## src/rtl/rld_pkg.sv

```systemverilog
package rld_pkg;

  localparam int unsigned ByteW       = 8;
  localparam int unsigned WordW       = 64;
  localparam int unsigned RunCntW     = 6;
  localparam int unsigned KindW       = 2;
  localparam int unsigned NibW        = 4;
  localparam int unsigned RunCapacity = 32;
  localparam logic [RunCntW-1:0] RunLimitMax = RunCntW'(RunCapacity);

  localparam int unsigned OutPackW = 2 * WordW + RunCntW;
  localparam int unsigned OutDataW = ((OutPackW + 7) / 8) * 8;

  localparam int unsigned QDepth = 2;
  localparam int unsigned QPtrW  = (QDepth > 1) ? $clog2(QDepth) : 1;
  localparam int unsigned QCntW  = $clog2(QDepth + 1);

  typedef enum logic [1:0] {
    PH_HEADER = 2'd0,
    PH_LENGTH = 2'd1,
    PH_OFFSET = 2'd2,
    PH_DONE   = 2'd3
  } rld_phase_e;

  typedef enum logic [KindW-1:0] {
    KIND_RUN   = 2'd0,
    KIND_END   = 2'd1,
    KIND_TRUNC = 2'd2
  } rld_kind_e;

  typedef struct packed {
    logic signed [WordW-1:0] cluster;
    logic [WordW-1:0]        length;
    logic [RunCntW-1:0]      number;
    rld_kind_e               kind;
    logic                    last;
    logic                    trunc_after;  // truncation beat follows this run
  } rld_entry_t;

endpackage

```

## src/rtl/rld_front.sv

```systemverilog
module rld_front (
  input  logic                          clk_i,
  input  logic                          rst_ni,
  input  logic                          s_valid_i,
  output logic                          s_ready_o,
  input  logic [rld_pkg::ByteW-1:0]     byte_i,
  input  logic                          start_i,
  input  logic                          eob_i,
  input  logic                          cfg_valid_i,
  input  logic [rld_pkg::RunCntW-1:0]   cfg_data_i,
  input  logic                          q_ready_i,
  output logic                          q_push_o,
  output rld_pkg::rld_entry_t           q_entry_o
);

  rld_pkg::rld_phase_e                phase_q, phase_d, phase_c;
  logic [rld_pkg::NibW-1:0]           len_left_q, len_left_d;
  logic [rld_pkg::NibW-1:0]           off_left_q, off_left_d;
  logic [rld_pkg::NibW-1:0]           off_width_q, off_width_d;
  logic [rld_pkg::NibW-1:0]           pos_q, pos_d;
  logic [rld_pkg::WordW-1:0]          len_acc_q, len_acc_d, len_cur;
  logic [rld_pkg::WordW-1:0]          off_acc_q, off_acc_d, off_cur;
  logic [rld_pkg::WordW-1:0]          base_q, base_d, base_c, base_sum;
  logic [rld_pkg::RunCntW-1:0]        runs_q, runs_d, runs_c, runs_inc;
  logic [rld_pkg::RunCntW-1:0]        max_runs_q, lim;
  logic                               accept, complete, trunc;

  function automatic logic [rld_pkg::WordW-1:0] sext(input logic [rld_pkg::WordW-1:0] v,
                                                     input logic [rld_pkg::NibW-1:0] w,
                                                     input logic en);
    logic [rld_pkg::WordW-1:0] r;
    r = v;
    for (int i = 1; i < 8; i++) begin
      if (en && (w == rld_pkg::NibW'(i)) && v[8*i-1]) begin
        r = v | ~((rld_pkg::WordW'(1) << (8 * i)) - rld_pkg::WordW'(1));
      end
    end
    return r;
  endfunction

  assign s_ready_o = q_ready_i;
  assign accept    = s_valid_i & q_ready_i;

  always_comb begin
    if (max_runs_q == '0) begin
      lim = rld_pkg::RunCntW'(1);
    end else if (max_runs_q > rld_pkg::RunLimitMax) begin
      lim = rld_pkg::RunLimitMax;
    end else begin
      lim = max_runs_q;
    end
  end

  always_comb begin
    phase_c  = start_i ? rld_pkg::PH_HEADER : phase_q;
    base_c   = start_i ? '0 : base_q;
    runs_c   = start_i ? '0 : runs_q;
    runs_inc = runs_c + rld_pkg::RunCntW'(1);

    len_cur = len_acc_q;
    off_cur = off_acc_q;
    if (!pos_q[3] && phase_c == rld_pkg::PH_LENGTH) begin
      len_cur[{pos_q[2:0], 3'b000} +: rld_pkg::ByteW] = byte_i;
    end
    if (!pos_q[3] && phase_c == rld_pkg::PH_OFFSET) begin
      off_cur[{pos_q[2:0], 3'b000} +: rld_pkg::ByteW] = byte_i;
    end
    base_sum = base_c + sext(off_cur, off_width_q, len_cur != '0);

    phase_d     = phase_q;
    len_left_d  = len_left_q;
    off_left_d  = off_left_q;
    off_width_d = off_width_q;
    pos_d       = pos_q;
    len_acc_d   = len_acc_q;
    off_acc_d   = off_acc_q;
    base_d      = base_q;
    runs_d      = runs_q;
    complete    = 1'b0;
    trunc       = 1'b0;
    q_push_o    = 1'b0;
    q_entry_o   = '0;

    if (accept) begin
      phase_d = phase_c;
      base_d  = base_c;
      runs_d  = runs_c;
      unique case (phase_c)
        rld_pkg::PH_HEADER: begin
          if (runs_c >= lim) begin
            phase_d = rld_pkg::PH_DONE;
          end else if (byte_i == '0) begin
            q_push_o         = 1'b1;
            q_entry_o.number = runs_c;
            q_entry_o.kind   = rld_pkg::KIND_END;
            q_entry_o.last   = 1'b1;
            phase_d          = rld_pkg::PH_DONE;
          end else begin
            len_left_d  = byte_i[3:0];
            off_left_d  = byte_i[7:4];
            off_width_d = byte_i[7:4];
            pos_d       = '0;
            len_acc_d   = '0;
            off_acc_d   = '0;
            phase_d     = (byte_i[3:0] != '0) ? rld_pkg::PH_LENGTH : rld_pkg::PH_OFFSET;
            trunc       = eob_i;
          end
        end
        rld_pkg::PH_LENGTH: begin
          len_acc_d  = len_cur;
          pos_d      = pos_q + rld_pkg::NibW'(1);
          len_left_d = len_left_q - rld_pkg::NibW'(1);
          if (len_left_q == rld_pkg::NibW'(1)) begin
            if (off_left_q == '0) begin
              complete = 1'b1;
            end else begin
              phase_d = rld_pkg::PH_OFFSET;
              pos_d   = '0;
              trunc   = eob_i;
            end
          end else begin
            trunc = eob_i;
          end
        end
        rld_pkg::PH_OFFSET: begin
          off_acc_d  = off_cur;
          pos_d      = pos_q + rld_pkg::NibW'(1);
          off_left_d = off_left_q - rld_pkg::NibW'(1);
          if (off_left_q == rld_pkg::NibW'(1)) begin
            complete = 1'b1;
          end else begin
            trunc = eob_i;
          end
        end
        default: begin
        end
      endcase

      if (trunc) begin
        q_push_o         = 1'b1;
        q_entry_o.number = runs_c;
        q_entry_o.kind   = rld_pkg::KIND_TRUNC;
        q_entry_o.last   = 1'b1;
        phase_d          = rld_pkg::PH_DONE;
      end

      if (complete) begin
        base_d            = base_sum;
        runs_d            = runs_inc;
        q_push_o          = 1'b1;
        q_entry_o.cluster = base_sum;
        q_entry_o.length  = len_cur;
        q_entry_o.number  = runs_c;
        q_entry_o.kind    = rld_pkg::KIND_RUN;
        if (runs_inc >= lim) begin
          q_entry_o.last = 1'b1;
          phase_d        = rld_pkg::PH_DONE;
        end else begin
          q_entry_o.trunc_after = eob_i;
          phase_d = eob_i ? rld_pkg::PH_DONE : rld_pkg::PH_HEADER;
        end
      end
    end
  end

  always_ff @(posedge clk_i or negedge rst_ni) begin
    if (!rst_ni) begin
      phase_q     <= rld_pkg::PH_HEADER;
      len_left_q  <= '0;
      off_left_q  <= '0;
      off_width_q <= '0;
      pos_q       <= '0;
      len_acc_q   <= '0;
      off_acc_q   <= '0;
      base_q      <= '0;
      runs_q      <= '0;
      max_runs_q  <= rld_pkg::RunCntW'(32);
    end else begin
      phase_q     <= phase_d;
      len_left_q  <= len_left_d;
      off_left_q  <= off_left_d;
      off_width_q <= off_width_d;
      pos_q       <= pos_d;
      len_acc_q   <= len_acc_d;
      off_acc_q   <= off_acc_d;
      base_q      <= base_d;
      runs_q      <= runs_d;
      if (cfg_valid_i) begin
        max_runs_q <= cfg_data_i;
      end
    end
  end

  assert property (@(posedge clk_i) disable iff (!rst_ni)
    (q_push_o && q_entry_o.kind != rld_pkg::KIND_RUN) |=> (phase_q == rld_pkg::PH_DONE))
    else $error("marker beat did not stop decoding");

endmodule

```

## src/rtl/rld_queue.sv

```systemverilog
module rld_queue (
  input  logic                clk_i,
  input  logic                rst_ni,
  input  logic                push_i,
  input  rld_pkg::rld_entry_t entry_i,
  output logic                ready_o,
  input  logic                pop_i,
  output logic                valid_o,
  output rld_pkg::rld_entry_t entry_o
);

  rld_pkg::rld_entry_t          mem_q [rld_pkg::QDepth];
  logic [rld_pkg::QPtrW-1:0]    wr_ptr_q, rd_ptr_q;
  logic [rld_pkg::QCntW-1:0]    count_q;

  function automatic logic [rld_pkg::QPtrW-1:0] ptr_inc(input logic [rld_pkg::QPtrW-1:0] p);
    logic [rld_pkg::QPtrW-1:0] r;
    r = (p == rld_pkg::QPtrW'(rld_pkg::QDepth - 1)) ? '0 : p + rld_pkg::QPtrW'(1);
    return r;
  endfunction

  assign ready_o = (count_q != rld_pkg::QCntW'(rld_pkg::QDepth));
  assign valid_o = (count_q != '0);
  assign entry_o = mem_q[rd_ptr_q];

  always_ff @(posedge clk_i) begin
    if (push_i) begin
      mem_q[wr_ptr_q] <= entry_i;
    end
  end

  always_ff @(posedge clk_i or negedge rst_ni) begin
    if (!rst_ni) begin
      wr_ptr_q <= '0;
      rd_ptr_q <= '0;
      count_q  <= '0;
    end else begin
      if (push_i) begin
        wr_ptr_q <= ptr_inc(wr_ptr_q);
      end
      if (pop_i) begin
        rd_ptr_q <= ptr_inc(rd_ptr_q);
      end
      if (push_i && !pop_i) begin
        count_q <= count_q + rld_pkg::QCntW'(1);
      end else if (pop_i && !push_i) begin
        count_q <= count_q - rld_pkg::QCntW'(1);
      end
    end
  end

  assert property (@(posedge clk_i) disable iff (!rst_ni) push_i |-> ready_o)
    else $error("queue overflow");

  assert property (@(posedge clk_i) disable iff (!rst_ni) pop_i |-> valid_o)
    else $error("queue underflow");

endmodule

```

## src/rtl/rld_back.sv

```systemverilog
module rld_back (
  input  logic                clk_i,
  input  logic                rst_ni,
  input  logic                q_valid_i,
  input  rld_pkg::rld_entry_t q_entry_i,
  output logic                q_pop_o,
  output logic                m_valid_o,
  input  logic                m_ready_i,
  output rld_pkg::rld_entry_t m_entry_o
);

  rld_pkg::rld_entry_t out_q, out_d;
  logic                valid_q, valid_d;
  logic                pend_q, pend_d;
  logic                load;

  assign load      = !valid_q || m_ready_i;
  assign q_pop_o   = load && !(valid_q && pend_q) && q_valid_i;
  assign m_valid_o = valid_q;
  assign m_entry_o = out_q;

  always_comb begin
    out_d   = out_q;
    valid_d = valid_q;
    pend_d  = pend_q;
    if (load) begin
      if (valid_q && pend_q) begin
        out_d         = '0;
        out_d.number  = out_q.number + rld_pkg::RunCntW'(1);
        out_d.kind    = rld_pkg::KIND_TRUNC;
        out_d.last    = 1'b1;
        valid_d       = 1'b1;
        pend_d        = 1'b0;
      end else if (q_valid_i) begin
        out_d             = q_entry_i;
        out_d.trunc_after = 1'b0;
        valid_d           = 1'b1;
        pend_d            = q_entry_i.trunc_after;
      end else begin
        valid_d = 1'b0;
        pend_d  = 1'b0;
      end
    end
  end

  always_ff @(posedge clk_i) begin
    out_q <= out_d;
  end

  always_ff @(posedge clk_i or negedge rst_ni) begin
    if (!rst_ni) begin
      valid_q <= 1'b0;
      pend_q  <= 1'b0;
    end else begin
      valid_q <= valid_d;
      pend_q  <= pend_d;
    end
  end

  assert property (@(posedge clk_i) disable iff (!rst_ni)
    pend_q |-> (valid_q && out_q.kind == rld_pkg::KIND_RUN && !out_q.last))
    else $error("truncation pending behind a non-run beat");

  assert property (@(posedge clk_i) disable iff (!rst_ni)
    (valid_q && out_q.kind != rld_pkg::KIND_RUN) |-> out_q.last)
    else $error("marker beat without last");

endmodule

```

## src/rtl/runlist_decoder_top.sv

```systemverilog
// Runlist decoder: takes one runlist byte per clock on the slave stream and emits
// one beat per decoded run, end marker or truncation error on the master stream.
// Input bytes are accepted every cycle while the two-entry result queue has room;
// a result passes through the queue storage and then an output register. A byte
// that completes an entry and is also flagged last yields two beats (run, then
// truncation) unless that run reaches the run limit; the output register sends one
// beat per cycle while the sink is ready. The run limit register is written through
// the cfg channel, which is always ready; write it only while the decoder is idle.
module runlist_decoder_top (
  input  logic                          clk_i,
  input  logic                          rst_ni,
  input  logic                          s_tvalid_i,
  output logic                          s_tready_o,
  input  logic [rld_pkg::ByteW-1:0]     s_tdata_i,   // run_byte
  input  logic                          s_tuser_i,   // start_req
  input  logic                          s_tlast_i,   // end_of_bytes
  output logic                          m_tvalid_o,
  input  logic                          m_tready_i,
  output logic [rld_pkg::OutDataW-1:0]  m_tdata_o,   // run_cluster, run_length, run_number, pad
  output logic [rld_pkg::KindW-1:0]     m_tuser_o,   // kind
  output logic                          m_tlast_o,   // last
  input  logic                          cfg_valid_i,
  output logic                          cfg_ready_o,
  input  logic [rld_pkg::RunCntW-1:0]   cfg_data_i   // max_runs
);

  rld_pkg::rld_entry_t push_entry, q_entry, out_entry;
  logic                push, q_ready, q_valid, pop;

  assign cfg_ready_o = 1'b1;

  rld_front u_front (
    .clk_i       (clk_i),
    .rst_ni      (rst_ni),
    .s_valid_i   (s_tvalid_i),
    .s_ready_o   (s_tready_o),
    .byte_i      (s_tdata_i),
    .start_i     (s_tuser_i),
    .eob_i       (s_tlast_i),
    .cfg_valid_i (cfg_valid_i),
    .cfg_data_i  (cfg_data_i),
    .q_ready_i   (q_ready),
    .q_push_o    (push),
    .q_entry_o   (push_entry)
  );

  rld_queue u_queue (
    .clk_i   (clk_i),
    .rst_ni  (rst_ni),
    .push_i  (push),
    .entry_i (push_entry),
    .ready_o (q_ready),
    .pop_i   (pop),
    .valid_o (q_valid),
    .entry_o (q_entry)
  );

  rld_back u_back (
    .clk_i     (clk_i),
    .rst_ni    (rst_ni),
    .q_valid_i (q_valid),
    .q_entry_i (q_entry),
    .q_pop_o   (pop),
    .m_valid_o (m_tvalid_o),
    .m_ready_i (m_tready_i),
    .m_entry_o (out_entry)
  );

  assign m_tdata_o = {{(rld_pkg::OutDataW - rld_pkg::OutPackW){1'b0}},
                      out_entry.number, out_entry.length, out_entry.cluster};
  assign m_tuser_o = out_entry.kind;
  assign m_tlast_o = out_entry.last;

endmodule
```

## config.mk

```make
export PLATFORM = sky130hd
export DESIGN_NAME = runlist_decoder_top
export DESIGN_NICKNAME = d
export VERILOG_FILES = /design/src/rtl/rld_pkg.sv /design/src/rtl/rld_front.sv /design/src/rtl/rld_queue.sv /design/src/rtl/rld_back.sv /design/src/rtl/runlist_decoder_top.sv
export SDC_FILE = /design/constraint.sdc
export NUM_CORES = 1
export LEC_CHECK = 0
export ABC_AREA = 1
export CAP_MARGIN = 10
export CORE_UTILIZATION = 55
export DETAILED_ROUTE_END_ITERATION = 10
export DONT_BUFFER_PORTS = 1
export GPL_TIMING_DRIVEN = 1
export PLACE_DENSITY_LB_ADDON = 0.3
export SYNTH_ARGS = -nofsm -noshare
export SYNTH_HDL_FRONTEND = slang
export SYNTH_SLANG_ARGS = --single-unit
```

## constraint.sdc

```tcl
create_clock -name clk_i -period 9.85 [get_ports clk_i]
set_input_delay 1.97 -clock clk_i [delete_from_list [all_inputs] [get_ports clk_i]]
set_output_delay 1.97 -clock clk_i [all_outputs]
set_load 0.01 [all_outputs]
```

==> out/summary.txt, run 1 <==
Status: finished, final reports clean
# diodes: 0
Area share of the largest cell type after synthesis: 0.388
GR Layer Usage met2: 0.434
Most frequent cell after synthesis: nand2_1
Startpoint Class: primary input
Drt wl/cell: 19.0 µm
Antenna viol nets, final: 0
Overall Power: 8.47 mW
Iter 0 DRT Violations: 2406
Rows: 87
Initial antenna violation count: 2
Largest area contributor in the synthesized netlist: edfxtp_1
Layout cells sized above 1: 0.0556
Crit Path Max Fanout: 74
WL final: 80500 µm
Largest stage delay, worst path: 660 ps
Die Ht: 243 µm
Worst Hold Class: reg -> reg
H-tree levels: 3
Fin. Hold Viols: 0
Hold-fix buffers at CTS: 0
Final Cycle Share: 0.801
Most Frequent Cell on Critical Path: nand2_1
# nets final: 3551
Initial DRT Pass Iterations: 6
Clock slew at reported path FFs: 60 ps
Port bufs: 0
PwrDens: 244 mW/mm²
Total CTS buffers: 67
Gr usage total: 0.274
Ports: 163
Drt drc: 0
Vias in the first global route: 22.6k
Sink Count: 641
Worst-skew pair later-pin latency: 620 ps
Leak: 14.2 nW
Area growth syn-to-layout: 8.72%
RePlAce Congestion: 0.974
Distinct cell type count after synthesis: 61
Post-DP HPWL: 55100 µm
Post-synth EDFFs: 413
DR vias: 23.9k
Vias per inst: 5.63
Max Clock Freq: 127 MHz
Top cells by area, synth: edfxtp_1 (39%), dfrtp_1 (18%), nand2_1 (7.8%)
RSZ-0062 raised after global routing: no
Final max-slew violation count: 0
Worst Path Required: 10210 ps
Synth Area per Inst: 9.13 µm²
Seq/Total Area, Yosys: 0.567
First-pass GRT wire length: 127000 µm
TritonCTS clock tree: done
Clock tree buffer depth: 3
Final hold slack: 478 ps
Core footprint: 0.0568 mm²
M3 GR Usage: 0.0439
Slew Limit Headroom: 0.259
Grt total ovfl: 0
#FFs+latches synth: 641
Worst vdd ir: 0.000157 V
Clock Skews: 28.5 ps
Largest net degree at the start of global routing: 229
GRT Max-Usage Layer: met2
Final Setup Violations: 0
Post-synth top flop: edfxtp_1
Crit path DAT: 8250 ps
GR Util met1: 0.389
CP max stage cell: nor4_1
Commonest cells in the netlist: nand2_1 (660), nor2_1 (633), edfxtp_1 (413), o21ai_0 (347), inv_1 (333)
Root Buffer: clkbuf_16
Min Tclk post-route: 7890 ps
Starting Density: 0.562
Worst Setup End Kind: flop
Slew @ Worst Pin: 1110 ps
Syn Inst Count: 3499
Critical path type: in -> reg
Max_cap viols: 0
Setup bufs post-CTS: 0
Cts repair resizes: 0
Post-synth ARST share: 0.356
Fin Setup TNS: 0 ps
Die Area: 0.0590 mm²
Yosys warns: 0
Die Wd: 243 µm
Cell Area, Synth: 0.0319 mm²
[cell type report]
class                   instances  area (µm²)
fillers                      4830       22100
flip-flops and latches        641       18100
well taps                     756         946
inverters                     344        1300
clock inverters                35         397
clock buffers                  89        1890
multi-input cells            2360       11900
repair buffers                 22         165
[cell families after synthesis]
kind of cell             share of synthesized area
XOR/XNOR                                   0.00713
AND/OR/NAND/NOR                              0.189
adder cells (fa/ha/maj)                     0.0371
buffers and inverters                       0.0625
AO/OA/AOI/OAI                                0.135
multiplexers                               0.00137
other                                     0.000235
flip-flops                                   0.567
[through the flow]
step / std cells / cell area, µm² / util / setup WS [ps]
2_1_floorplan: 3500 / 31900 / - / 539
3_3_place_gp: 4123 / 32400 / 0.571 / 1510
3_5_place_dp: 4123 / 32400 / 0.571 / 1580
4_1_cts: 4247 / 34700 / 0.611 / 2220
5_1_grt: 4247 / 34700 / 0.611 / 1570
6_report: 4247 / 34700 / 0.611 / 1960
[registers in the layout, indices dropped and copies added (netlist names)]
register and flops:
u_front.runs_q 6, u_front.off_width_q 4, u_queue.rd_ptr_q 1, u_front.off_left_q 4, u_front.off_acc_q 64, u_front.len_acc_q 64
u_front.len_left_q 4, u_back.m_entry_o 137, u_front.phase_q 2, u_front.pos_q 4, u_queue.wr_ptr_q 1, u_back.pend_q 1
u_front.max_runs_q 6, u_queue.mem_q 276, u_back.m_valid_o 1, u_queue.count_q 2, u_front.base_q 64
[per-layer routing]
metal | vias to the layer above | share of wire
li1 | 11680 | -
met1 | 11331 | 0.44
met2 | 764 | 0.47
met3 | 130 | 0.061
met4 | 2 | 0.026
met5 | - | 0.00016
[path summary, 6_finish.rpt]
path	start	to	slack [ps]	cells past startpoint
setup reg to reg	u_front.pos_q[0]	u_queue.mem_q[0][135]	2220	26
hold reg to reg	u_front.off_acc_q[63]	u_front.off_acc_q[63]	480	2
min in group asynchronous	rst_ni	u_front.max_runs_q[4]	1060	0
setup / recovery	s_tuser_i	u_queue.mem_q[0][135]	1960	25
hold / removal	u_front.off_acc_q[63]	u_front.off_acc_q[63]	480	2
max in group asynchronous	rst_ni	u_front.base_q[50]	8290	0
[placed cells by master, fill, tap and decap left out, types with 46 or more instances in the layout]
cell type  synthesis  routed
nand2_1          660     656
edfxtp_1         413     413
inv_1            333     332
o22ai_1           46      46
nand3_1           91      91
clkbuf_16          0      70
a21oi_1          138     136
dfrtp_1          227     226
o31ai_1           96      96
ha_1              93      93
nor2_1           633     630
o21ai_0          347     347
[critical path, delay by kind of cell]
family | cells | cell delay (ps)
and+or+nand+nor | 15 | 3400
AOI/OAI and AO/OA | 3 | 1290
adders and majority gates | 2 | 930
buffers and inverters | 5 | 590
[where the power goes]
group	internal, mW	switching (mW)	total (mW)	leakage, nW
clock	1.55	1.08	2.63	1.13
sequential	3.56	0.393	3.95	7.06
combinational	0.438	1.45	1.89	5.98
total	5.55	2.92	8.47	14.2
Power figures use the tool's default switching activity.
==> run 2: changes to the inputs <==
--- a/config.mk
+++ b/config.mk
@@ -5,7 +5,7 @@
 export SDC_FILE = /design/constraint.sdc
 export NUM_CORES = 1
 export LEC_CHECK = 0
-export ABC_AREA = 1
+export ABC_AREA = 0
 export CAP_MARGIN = 10
 export CORE_UTILIZATION = 55
 export DETAILED_ROUTE_END_ITERATION = 10
==> constraint.sdc (replaced) <==
create_clock -name clk_i -period 7.55 [get_ports clk_i]
set_input_delay 1.51 -clock clk_i [delete_from_list [all_inputs] [get_ports clk_i]]
set_output_delay 1.51 -clock clk_i [all_outputs]
set_load 0.01 [all_outputs]
==> run 2 against run 1 <==
Against the previous run:
- non-clock buffer count rose by 113
- global-route usage fell by 0.47 points
- synthesized cell count fell by 20%
- highest routed layer is now met4
- flip-flop and latch count did not move
- clock power rose by 30%
- first-iteration DRC count fell by 18%
- total power rose by 28%
==> out/summary.txt, run 2 <==
Most frequent cell after synthesis: edfxtp_1
WL final: 79000 µm (-1.8%)
Gr usage total: 0.270 (-0.00470)
Largest area contributor in the synthesized netlist: edfxtp_1
PwrDens: 307 mW/mm² (+26%)
Yosys warns: 0 (unchanged)
Slew Limit Headroom: 0.240 (-0.0191)
Layout cells sized above 1: 0.104 (+0.0480)
Seq pwr share: 0.472 (+0.006)
Area growth syn-to-layout: 11.5%
Combinational Power Share: 0.212 (-0.011)
Clock Skews: 38.6 ps (+10.1 ps)
Path depth of the worst reg2reg path: 23 (-12%)
Placed cell area: 0.0329 mm² (+1.5%)
Hold-fix buffers at CTS: 0 (unchanged)
Antenna viol nets, final: 0 (unchanged)
Startpoint Class: flop
Max_cap viols: 0 (unchanged)
Simple-gate share of the synthesized area: 0.128 (-0.0612)
Slew @ Worst Pin: 1140 ps (+28.7 ps)
Clock tree buffer depth: 3 (unchanged)
GR Layer Usage met2: 0.407 (-0.0267)
Largest net degree at the start of global routing: 229 (unchanged)
Total CTS buffers: 68 (+1.5%)
Root Buffer: clkbuf_16
Post-synth ARST share: 0.356 (unchanged)
M3 GR Usage: 0.0597 (+0.0158)
Initial antenna violation count: 1 (-1)
P_int: 7.39 mW (+33%)
Drt drc: 0 (unchanged)
Die Wd: 242 µm (-0.52%)
Largest family of logic cells by synthesized area: compound AO/OA/AOI/OAI gates
Area share of the largest cell type after synthesis: 0.393 (+0.00411)
Worst hold stages: 1 (-1)
Ports: 163 (unchanged)
Net Sw Power: 3.43 mW (+17%)
H-tree levels: 3 (unchanged)
Worst Setup End Kind: flop
R2r startpoint: u_front.pos_q[0]
Starting Density: 0.558 (-0.00374)
Iter 0 DRT Violations: 1969 (-18%)
Crit Path Max Fanout: 22 (-70%)
Final Cycle Share: 0.935
Clock network power share: 0.316 (+0.005)
Syn Inst Count: 2816 (-20%)
Status: finished, final reports clean
Synth Area per Inst: 11.2 µm² (+23%)
Xor-xnor portion of the synthesized cell area: 0.0155 (+0.00839)
Port bufs: 0 (unchanged)
Worst-skew pair later-pin latency: 630 ps (about the same)
Adder-cell share of the synthesized area: 0.0375 (+0.000392)
Vias in the first global route: 22.1k (-2.3%)
TritonCTS clock tree: done
Cts repair resizes: 0 (unchanged)
Post-DP HPWL: 53000 µm (-3.7%)
Vias per inst: 6.17 (+9.6%)
Post-synthesis mux area share: 0.0532 (+0.0518)
Hold Startpoint: u_front.base_q[22]
Drt wl/cell: 21.8 µm (+15%)
Max Clock Freq: 142 MHz
Commonest non-fill, non-tap cell in the layout: edfxtp_1
Grt total ovfl: 0 (unchanged)
Sink Count: 641 (unchanged)
Die Ht: 242 µm (-0.52%)
Number of flip-flops in the largest register: 276 (unchanged)
GRT Max-Usage Layer: met2
First-pass GRT wire length: 125000 µm (-1.9%)
Fillers: 4459 (-7.7%)
Worst reg2reg setup slack: 490 ps (-1730 ps)
Largest reg by FF count: u_queue.mem_q
Fin. Hold Viols: 0 (unchanged)
Worst Path Required: 8050 ps (-2160 ps)
Critical Path Start: u_front.pos_q[0]
Setup bufs post-CTS: 0 (unchanged)
Compound-Gate Fraction of Synth Area: 0.163 (+0.0280)
Most frequent cells in the layout: edfxtp_1 (413), nand2_1 (271), nor2_1 (250)
Rows: 87 (unchanged)
Reg area: 0.0181 mm² (unchanged)
Clock slew at reported path FFs: 60 ps (about the same)
Hold endpoint: u_front.base_q[22]
RSZ-0062 raised after global routing: no
#FFs+latches synth: 641 (unchanged)
Commonest cells in the netlist: edfxtp_1 (413), nand2_1 (271), nor2_1 (252), dfrtp_1 (227), a21oi_1 (169)
Die Area: 0.0584 mm² (-1.0%)
GR Util met1: 0.385 (-0.00427)
Seq/Total Area, Yosys: 0.573 (+0.00600)
Worst Hold Class: reg -> reg
Worst vdd ir: 0.000352 V (+120%)
Critical path type: reg -> reg
Final Setup Violations: 0 (unchanged)
FF-to-FF End: u_front.base_q[61]
Min Tclk post-route: 7060 ps
Crit path DAT: 7560 ps (-690 ps)
Design area: 0.0352 mm² (+1.5%)
Sw frac: 0.317 (-0.0281)
Leak: 14.7 nW (+4.0%)
Initial DRT Pass Iterations: 6 (unchanged)
Distinct cell type count after synthesis: 80 (+31%)
Cell Area, Synth: 0.0316 mm² (-1.0%)
Post-synth EDFFs: 413 (unchanged)
Top cells by area, synth: edfxtp_1 (39%), dfrtp_1 (18%), mux2i_1 (4.5%)
DR vias: 22.4k (-6.2%)
Area occupied by multi-input gates: 0.0126 mm² (+6.2%)
Post-synth top flop: edfxtp_1
# nets final: 2937 (-17%)
Fin Setup TNS: 0 ps (unchanged)
RePlAce Congestion: 0.953 (-2.2%)
Final max-slew violation count: 0 (unchanged)
Core footprint: 0.0566 mm² (-0.38%)
==> run 2: cell types whose count changed after synthesis, moves of 125 or more <==
| cell | previous run | this run |
|---|---|---|
| nor2_1 | 633 | 252 |
| inv_1 | 333 | 38 |
| a22o_1 | 0 | 125 |
| nand2_1 | 660 | 271 |
| mux2i_1 | 1 | 142 |
| o21ai_0 | 347 | 114 |
==> run 2: worst max-delay path: stages (launching register included) <==
cell	delay, ps
dfrtp_1	570
inv_1	170
ha_1	420
and2_1	920
nand2_1	500
nand3_1	220
o2bb2ai_1	150
nor4_2	60
nand4_2	90
buf_4	170
nand2_1	180
o221ai_1	340
ha_1	360
a21oi_1	270
o21ai_1	140
a32oi_1	380
a21oi_1	220
o311ai_1	460
o21ai_1	170
a221o_1	370
a311oi_1	340
or2_1	150
a21oi_1	80
a21o_1	190
==> run 2: final cells by class <==
type                       count  share of cell area
antenna                        1           0.0000711
clock buffer                  89              0.0526
clock inverter                36              0.0123
inverter                      38             0.00405
multi-input combinational   1938               0.359
sequential                   641               0.514
tap                          756              0.0269
timing repair buffer         135              0.0309
==> run 2: worst max-delay path by stage <==
stage	cells past startpoint	to
CTS	24	u_front.base_q[61]
floorplan	15	u_queue.mem_q[1][0]
global placement	26	u_queue.mem_q[0][137]
detailed placement	25	u_front.base_q[61]
finish	23	u_front.base_q[61]
global route	25	u_front.base_q[61]
==> run 2: kinds of logic (layout without fill, tap and decap cells) <==
kind of cell / after synthesis / count (layout)
simple gates: 861 / 861
buf+inv: 238 / 298
fa+ha+maj: 94 / 94
compound gates: 760 / 760
mux: 164 / 164
xor+xnor: 56 / 56
other cells: 2 / 4
flops: 641 / 641
==> run 2: per-stage QoR <==
stage	power (mW)	hold WS, ps	utilization	cells	setup slack [ps]
detailed placement	7.44	458	0.581	3507	145
global placement	7.35	451	0.581	3507	347
global route	11.3	482	0.622	3633	13.0
floorplan	6.80	441	-	2817	138
CTS	10.9	470	0.622	3632	635
finish	10.8	465	0.622	3634	487
==> run 2: power groups by stage <==
| stage | clock, mW | sequential (mW) | combinational, mW |
|---|---|---|---|
| 3_3_place_gp | 0 | 5.16 | 2.20 |
| 2_1_floorplan | 0 | 5.06 | 1.74 |
| 4_1_cts | 3.48 | 5.12 | 2.28 |
| 5_1_grt | 3.62 | 5.17 | 2.51 |
| 6_report | 3.42 | 5.11 | 2.29 |
| 3_5_place_dp | 0 | 5.17 | 2.27 |
==> run 2: per-layer routing <==
metal,routed length [µm],share of wire
met5,0,0
met4,1960,0.025
met3,6070,0.077
met2,35900,0.45
met1,35100,0.44
